$ cat src/rtl/bto_pkg.sv
// shared types, constants and helpers of the binomial tree option pricer
package bto_pkg;

    localparam int MAX_NODES    = 1024;
    localparam int ADDR_W       = $clog2(MAX_NODES);
    localparam int WORD_W       = 32;
    localparam int DOWN_W       = 31;
    localparam int STEPS_W      = 10;
    localparam int CFG_INDEX_W  = 3;
    localparam int DRAIN_CYCLES = 4;
    localparam int DRN_W        = $clog2(DRAIN_CYCLES);

    localparam logic [WORD_W-1:0] ONE_Q31 = 32'h8000_0000;
    localparam logic [WORD_W-1:0] ONE_Q30 = 32'h4000_0000;

    typedef enum logic [CFG_INDEX_W-1:0] {
        REG_DOWN_FACTOR   = 3'd0,
        REG_UP_DOWN_RATIO = 3'd1,
        REG_UP_PROB       = 3'd2,
        REG_STEP_DISCOUNT = 3'd3,
        REG_TREE_STEPS    = 3'd4
    } cfg_reg_t;

    typedef enum logic [2:0] {
        ST_IDLE,
        ST_DOWN,
        ST_LEAF,
        ST_ROW,
        ST_DRAIN,
        ST_FINAL_RD,
        ST_FINAL_LD
    } state_t;

    typedef struct packed {
        logic [WORD_W-1:0] spot_price;
        logic [WORD_W-1:0] strike_price;
        logic              is_put;
    } in_word_t;

    typedef struct packed {
        logic [WORD_W-1:0] option_price;
        logic              overflow;
    } out_word_t;

    typedef struct packed {
        logic              load_item;
        logic              down_step;
        logic              leaf_write;
        logic              leaf_up;
        logic              rd_en;
        logic              rd_pair;
        logic              out_load;
        logic [ADDR_W-1:0] addr;
    } dp_cmd_t;

    typedef struct packed {
        logic [ADDR_W-1:0] n_steps;
    } dp_status_t;

    function automatic logic [ADDR_W-1:0] clamp_steps(input logic [STEPS_W-1:0] steps);
        logic [ADDR_W-1:0] res;
        if (32'(steps) > 32'(MAX_NODES - 1)) begin
            res = ADDR_W'(MAX_NODES - 1);
        end else begin
            res = ADDR_W'(steps);
        end
        return res;
    endfunction

endpackage

$ cat src/rtl/bto_ctrl.sv
// sequencer for leaf generation, backward induction rows and result handoff
module bto_ctrl import bto_pkg::*; (
    input  logic       aclk,
    input  logic       aresetn,
    input  logic       s_valid,
    output logic       s_ready,
    output logic       m_valid,
    input  logic       m_ready,
    input  dp_status_t status,
    output dp_cmd_t    cmd
);

    state_t            state_reg, state_next;
    logic [ADDR_W-1:0] cnt_reg, cnt_next;
    logic [ADDR_W-1:0] j_reg, j_next;
    logic [DRN_W-1:0]  drn_reg, drn_next;
    logic              m_valid_reg, m_valid_next;
    logic              out_free;

    assign out_free = !m_valid_reg || m_ready;

    always_ff @(posedge aclk) begin
        if (!aresetn) begin
            state_reg   <= ST_IDLE;
            cnt_reg     <= '0;
            j_reg       <= '0;
            drn_reg     <= '0;
            m_valid_reg <= 1'b0;
        end else begin
            state_reg   <= state_next;
            cnt_reg     <= cnt_next;
            j_reg       <= j_next;
            drn_reg     <= drn_next;
            m_valid_reg <= m_valid_next;
        end
    end

    // next state
    always_comb begin
        state_next   = state_reg;
        cnt_next     = cnt_reg;
        j_next       = j_reg;
        drn_next     = drn_reg;
        m_valid_next = m_valid_reg && !m_ready;
        unique case (state_reg)
            ST_IDLE: begin
                if (s_valid) begin
                    cnt_next   = '0;
                    state_next = (status.n_steps == '0) ? ST_LEAF : ST_DOWN;
                end
            end
            ST_DOWN: begin
                if (cnt_reg == status.n_steps - 1'b1) begin
                    cnt_next   = '0;
                    state_next = ST_LEAF;
                end else begin
                    cnt_next = cnt_reg + 1'b1;
                end
            end
            ST_LEAF: begin
                if (cnt_reg == status.n_steps) begin
                    cnt_next   = '0;
                    j_next     = status.n_steps;
                    state_next = (status.n_steps == '0) ? ST_FINAL_RD : ST_ROW;
                end else begin
                    cnt_next = cnt_reg + 1'b1;
                end
            end
            ST_ROW: begin
                if (cnt_reg == j_reg) begin
                    drn_next   = '0;
                    state_next = ST_DRAIN;
                end else begin
                    cnt_next = cnt_reg + 1'b1;
                end
            end
            ST_DRAIN: begin
                if (drn_reg == DRN_W'(DRAIN_CYCLES - 1)) begin
                    cnt_next   = '0;
                    j_next     = j_reg - 1'b1;
                    state_next = (j_reg == ADDR_W'(1)) ? ST_FINAL_RD : ST_ROW;
                end else begin
                    drn_next = drn_reg + 1'b1;
                end
            end
            ST_FINAL_RD: begin
                if (out_free) begin
                    state_next = ST_FINAL_LD;
                end
            end
            ST_FINAL_LD: begin
                m_valid_next = 1'b1;
                state_next   = ST_IDLE;
            end
            default: state_next = ST_IDLE;
        endcase
    end

    // outputs
    always_comb begin
        cmd     = '0;
        s_ready = 1'b0;
        unique case (state_reg)
            ST_IDLE: begin
                s_ready       = 1'b1;
                cmd.load_item = s_valid;
            end
            ST_DOWN: begin
                cmd.down_step = 1'b1;
            end
            ST_LEAF: begin
                cmd.leaf_write = 1'b1;
                cmd.leaf_up    = (cnt_reg != status.n_steps);
                cmd.addr       = cnt_reg;
            end
            ST_ROW: begin
                cmd.rd_en   = 1'b1;
                cmd.rd_pair = (cnt_reg != '0);
                cmd.addr    = cnt_reg;
            end
            ST_DRAIN: ;
            ST_FINAL_RD: begin
                cmd.rd_en = out_free;
            end
            ST_FINAL_LD: begin
                cmd.out_load = 1'b1;
            end
            default: ;
        endcase
    end

    assign m_valid = m_valid_reg;

`ifndef NO_ASSERTIONS
    a_load_into_free: assert property (@(posedge aclk) disable iff (!aresetn)
        cmd.out_load |-> !m_valid_reg)
        else $error("result register overwritten before handoff");

    a_row_bound: assert property (@(posedge aclk) disable iff (!aresetn)
        (state_reg == ST_ROW) |-> (cnt_reg <= j_reg))
        else $error("row read address past row end");

    a_result_source: assert property (@(posedge aclk) disable iff (!aresetn)
        $rose(m_valid_reg) |-> $past(state_reg == ST_FINAL_LD))
        else $error("result raised outside final load");
`endif

endmodule

$ cat config.mk
export PLATFORM = sky130hd
export DESIGN_NAME = bto_ctrl
export DESIGN_NICKNAME = d
export VERILOG_FILES = /design/src/rtl/bto_pkg.sv /design/src/rtl/bto_ctrl.sv
export SDC_FILE = /design/constraint.sdc
export NUM_CORES = 1
export LEC_CHECK = 0
export BUFFER_PORTS_ARGS = -buffer_cell sky130_fd_sc_hd__buf_2
export CAP_MARGIN = 20
export CORE_AREA = 5 5 74 76
export DETAILED_ROUTE_END_ITERATION = 10
export DIE_AREA = 0 0 79 81
export PLACE_DENSITY = 0.7
export SYNTH_ARGS = -nofsm -noshare
export SYNTH_HDL_FRONTEND = slang
export SYNTH_SLANG_ARGS = --single-unit
$ cat constraint.sdc
create_clock -name aclk -period 3.6 [get_ports aclk]
set_input_delay 0.54 -clock aclk [delete_from_list [all_inputs] [get_ports aclk]]
set_output_delay 0.54 -clock aclk [all_outputs]
set_load 0.01 [all_outputs]
Word-level counts from Yosys, hierarchy flattened --
Cells that the tools add are included.
Storage, ports and cells: bits in registers 26, bits of input ports 14
Cells by class: $add $sub $neg 4, eq/ne operators 20, mux-type cells 31, reductions and logical operators 15
Operator list (count):
- $mux 10 | 8
- $pmux 10 s5 | 1
- $eq 10x10->1 | 3
- $mux 3 | 8
- $pmux 10 s2 | 1
- $sub 10x1->10 const B | 2
- $pmux 3 s6 | 1
- $ne 2x2->1 const B | 8
- $add 10x1->10 const B | 1
- $eq 10x1->1 const B | 1
- $logic_not 10->1 | 1
- $ne 10x10->1 | 1
- $reduce_bool 10->1 | 1
- $eq 3x3->1 const B | 3
- $mux 2 | 4
- $eq 3x2->1 const B | 2
- $mux 1 | 6
- $reduce_and 3->1 | 2
- $reduce_and 6->1 | 1
- $reduce_bool 5->1 | 1
- $pmux 2 s2 | 1
- $reduce_and 4->1 | 1
- $reduce_bool 2->1 | 2
- $eq 3x1->1 const B | 1
- other kinds (8) | 9

Longest topological paths before layout --
word-level depth 4, depth in mapped cells 9

Worst setup path after synthesis --
Ideal clock, no wire load.
kind input to register, from in status[5] (netlist bit), to reg state_reg[0], setup time 0.121 ns, data arrival time 2.644 ns, data required time 3.479 ns, slack 0.835 ns, stages 8, path through buf_6 or4_1 clkbuf_2 or4_1 a222oi_1 a21o_1 nand3_2 mux2_4
Between the ends: cells in the longest elaborated chain, start to end 4, elaborated cells on any way between the ends 10, classes of those cells 1 x add/sub; 4 x eq/ne; 3 x mux; 2 x reduce/logical
RTL lines:
- start, declared | RTL line bto_ctrl.sv:9 | input dp_status_t status,
- $sub 10x1->10 or $logic_not 10->1 (tied branches) | RTL line bto_ctrl.sv:53, bto_ctrl.sv:49
- $eq 10x10->1 or $mux 2 (tied branches) | RTL line bto_ctrl.sv:53, bto_ctrl.sv:49
- $ne 2x2->1 (no source line) or $mux 3 (tied branches)
- $reduce_and 6->1 (no source line) or $pmux 3 s6 (tied branches)
- end signal, assigned | RTL line bto_ctrl.sv:30 | state_reg <= state_next;
- end, declared | RTL line bto_ctrl.sv:13 | state_t state_reg, state_next;
Several ways; a longest one is shown, not always the timed one. The select of a mux whose other input is x is not followed. A chain may end at the register's enable or synchronous reset.

Worst setup path in the final report --
from in status[0] (netlist bit), to reg cnt_reg[1]
Between the ends: cells in the longest elaborated chain, start to end 4, elaborated cells on any way between the ends 6, classes of those cells 1 x add/sub; 2 x eq/ne; 3 x mux
RTL lines:
- $sub 10x1->10 | RTL line bto_ctrl.sv:53 | if (cnt_reg == status.n_steps - 1'b1) begin
- $eq 10x10->1 | RTL line bto_ctrl.sv:53
- $mux 10 | RTL line bto_ctrl.sv:53
- $pmux 10 s5 * | RTL line bto_ctrl.sv:45 | unique case (state_reg)
- end signal, assigned | RTL line bto_ctrl.sv:31 | cnt_reg <= cnt_next;
- end, declared | RTL line bto_ctrl.sv:14 | logic [ADDR_W-1:0] cnt_reg, cnt_next;
Mark *: on every way between the ends. The rest lies on a longest branch, timed or not.

==> impl_metrics.yaml <==
worst_hold_path:
  hold_path_class: "reg2reg"
  min_path_cells: 2
  min_from: "drn_reg[1]$_SDFFE_PN0P_"
  worstHoldEndpoint: "drn_reg[1]$_SDFFE_PN0P_"
clock_tree:
  cts_sinks: 26
  cts_resized: 0
  postCtsHoldBufs: 0
  worstSkewPairLatency_ns: 0.28
  clk_pin_slew_ns: 0.09
  post_cts_buffers: 0
  clock_path_buffers: 2
  htree_levels: 1
  cts_made_buffers: 3
  cts_tree: "done"
  root_buffer: "clkbuf_8"
grt:
  grt_pass1_wl_mm: 10.85
  antenna_found_initial: 0
  gr-total-overflow: 0
  grt_pass1_vias: 2200
  grt_max_degree: 25
  gr-usage-all-layers_pct: 21.13
floorplanning:
  dieWidth_um: 79
  fp.dieArea_um2: 6399
  start_util_pct: 49.45
  core_um2: 4661
  chipHeight_um: 81
  num_rows: 25
  pin_count: 33
timing:
  hold_slack_ns: 0.4958
  tightest_slew_ns: 0.8440
  period_needed_ns: 2.867
  min_period_over_period_pct: 79.63
  clock-skew-final_ns: 0.004959
  fmax_mhz: 348.8
  finalWorstSetupSlack_ns: 0.7334
  rsz0062_at_grt: "no"
  final-hold-violation-count: 0
  finalSetupTns_ns: 0
  max-slew-margin-rel_pct: 43.21
  slew_viol_final: 0
  finalSetupViolCount: 0
finish:
  area_growth_pct: 7.926
  nets: 340
  drive_gt1_share_pct: 14.47
  antenna_cells: 0
  layoutNonFillerInstCount: 372
  fin_util_pct: 53.37
synthesis:
  ys.flop_type: "dfxtp_1"
  ys_seq_elements: 26
  synth_edf_count: 0
  syn_inst: 306
  ys_top_cells_by_area: "dfxtp_1 23%, xnor2_1 10%, nor3_1 4.6%, a21oi_1 4.3%, ha_1 3.8%"
  synth_xor_area_share_pct: 13.30
  yosysSeqAreaShare_pct: 22.58
  yosysWarnings: 0
  synth_top_family_by_area: "simple AND/OR/NAND/NOR gates"
  syn_area_um2: 2305
  synth_nets: 327
  synthAdderAreaFrac_pct: 3.800
  synth.most_common_cell: "xnor2_1"
  syn-mean-instance-area_um2: 7.532
  synth_area_leader_cell: "dfxtp_1"
  synth-compound-area-share_pct: 22.48
  synth_common_cells: "27 x xnor2_1, 26 x dfxtp_1, 21 x clkbuf_1, 21 x nor3_1"
  synth-simple-area-share_pct: 29.32
  async_flop_share_pct: 0
  yosysTopAreaCellShare_pct: 22.58
  muxShareOfSynthArea_pct: 1.086
  synth_cell_types: 61
critical_path:
  cp-startpoint: "status[0]"
  endpoint_kind: "register"
  cp-start-kind: "primary input"
  r2r_slack_ns: 1.03
  arrival_ns: 3.00
  crit_type: "in2reg"
  timing.rr.start: "cnt_reg[2]$_SDFFE_PN0P_"
  reg2reg_to: "j_reg[1]$_SDFFE_PN0P_"
  crit_required_ns: 3.74
  path_max_fanout: 6
  reg2regPathDepth: 7
detailed_routing:
  wirelength_mm: 6.471
  ant_nets: 0
  drc_errors: 0
  drtIter0Drc: 289
  routedWlPerCell_um: 17.40
  routed_via_density: 6.282
  first_pass_iters: 4
  routed-via-count: 2337
placement:
  dpl.cell_count: 368
  place_hpwl_mm: 4.855
  finalWeightedCongestion: 0.9383
  portBuffers: 32
  dp_slack_ns: 0.4939
job:
  drv_cap: 0
power:
  powerDensity_nw_per_um2: 511.1
  ir_worst_vdd_mv: 0.2516
  leakage_nw: 0.9423
status:
  outcome: "complete, no violations"
## layout by cell type (no fill, tap or decap), types with 9 or more instances in the layout
cell type,instances
buf_2,32
xnor2_1,27
dfxtp_1,26
nor3_1,21
nand2_1,20
nor2_1,20
a21oi_1,20
inv_1,15
o31ai_1,9
## logic make-up after synthesis
| family | after synthesis |
|---|---|
| compound gates | 73 |
| simple gates | 122 |
| fa+ha+maj | 7 |
| flops | 26 |
| mux | 2 |
| xor+xnor | 35 |
| buf+inv | 41 |
## worst max-delay path: stages
cell	delay, ns
buf_2	0.15
inv_1	0.12
ha_1	0.21
nor3b_1	0.50
or3b_2	0.49
a222oi_1	0.32
nand2_1	0.10
o31ai_1	0.40
o32ai_1	0.16
## layer usage
layer	GRT usage, %	vias to the layer above	share of wire [%]
met4	5.670	0	1.6
met5	0	-	0
met1	29.18	1103	47
li1	-	1135	-
met3	3.104	10	6.8
met2	34.43	89	45
## where the power goes
group	total (mW)	leakage, nW	switching (mW)	internal (mW)
clock network	0.196	0.0288	0.0980	0.0980
logic	0.657	0.703	0.404	0.254
registers	0.418	0.211	0.0919	0.326
total	1.27	0.942	0.594	0.678
## metrics by stage
stage | cell area (um2) | total power, mW
after floorplan | 2305 | 0.8921
final | 2487 | 1.271
after global routing | 2487 | 1.362
after global placement | 2432 | 1.055
after detailed placement | 2432 | 1.068
after CTS | 2487 | 1.265
## worst max-delay path by stage
stage	to	slack (ns)	cells after the start
after detailed placement	cnt_reg[2]$_SDFFE_PN0P_	0.49	9
final	cnt_reg[1]$_SDFFE_PN0P_	0.73	9
after floorplan	state_reg[0]$_SDFFE_PN0P_	0.83	8
after global routing	cnt_reg[1]$_SDFFE_PN0P_	0.53	9
after global placement	cnt_reg[5]$_SDFFE_PN0P_	0.65	9
after CTS	cmd[13]	0.77	5
## area by class of cell
class	count	area, um2
Fill cell	452	2173
Multi-Input combinational cell	239	1613
Sequential cell	26	520.5
Timing Repair Buffer	34	175.2
Tap cell	54	67.56
Inverter	15	56.30
Clock buffer	4	55.05
Note: power is estimated with default switching activity, not from simulation.
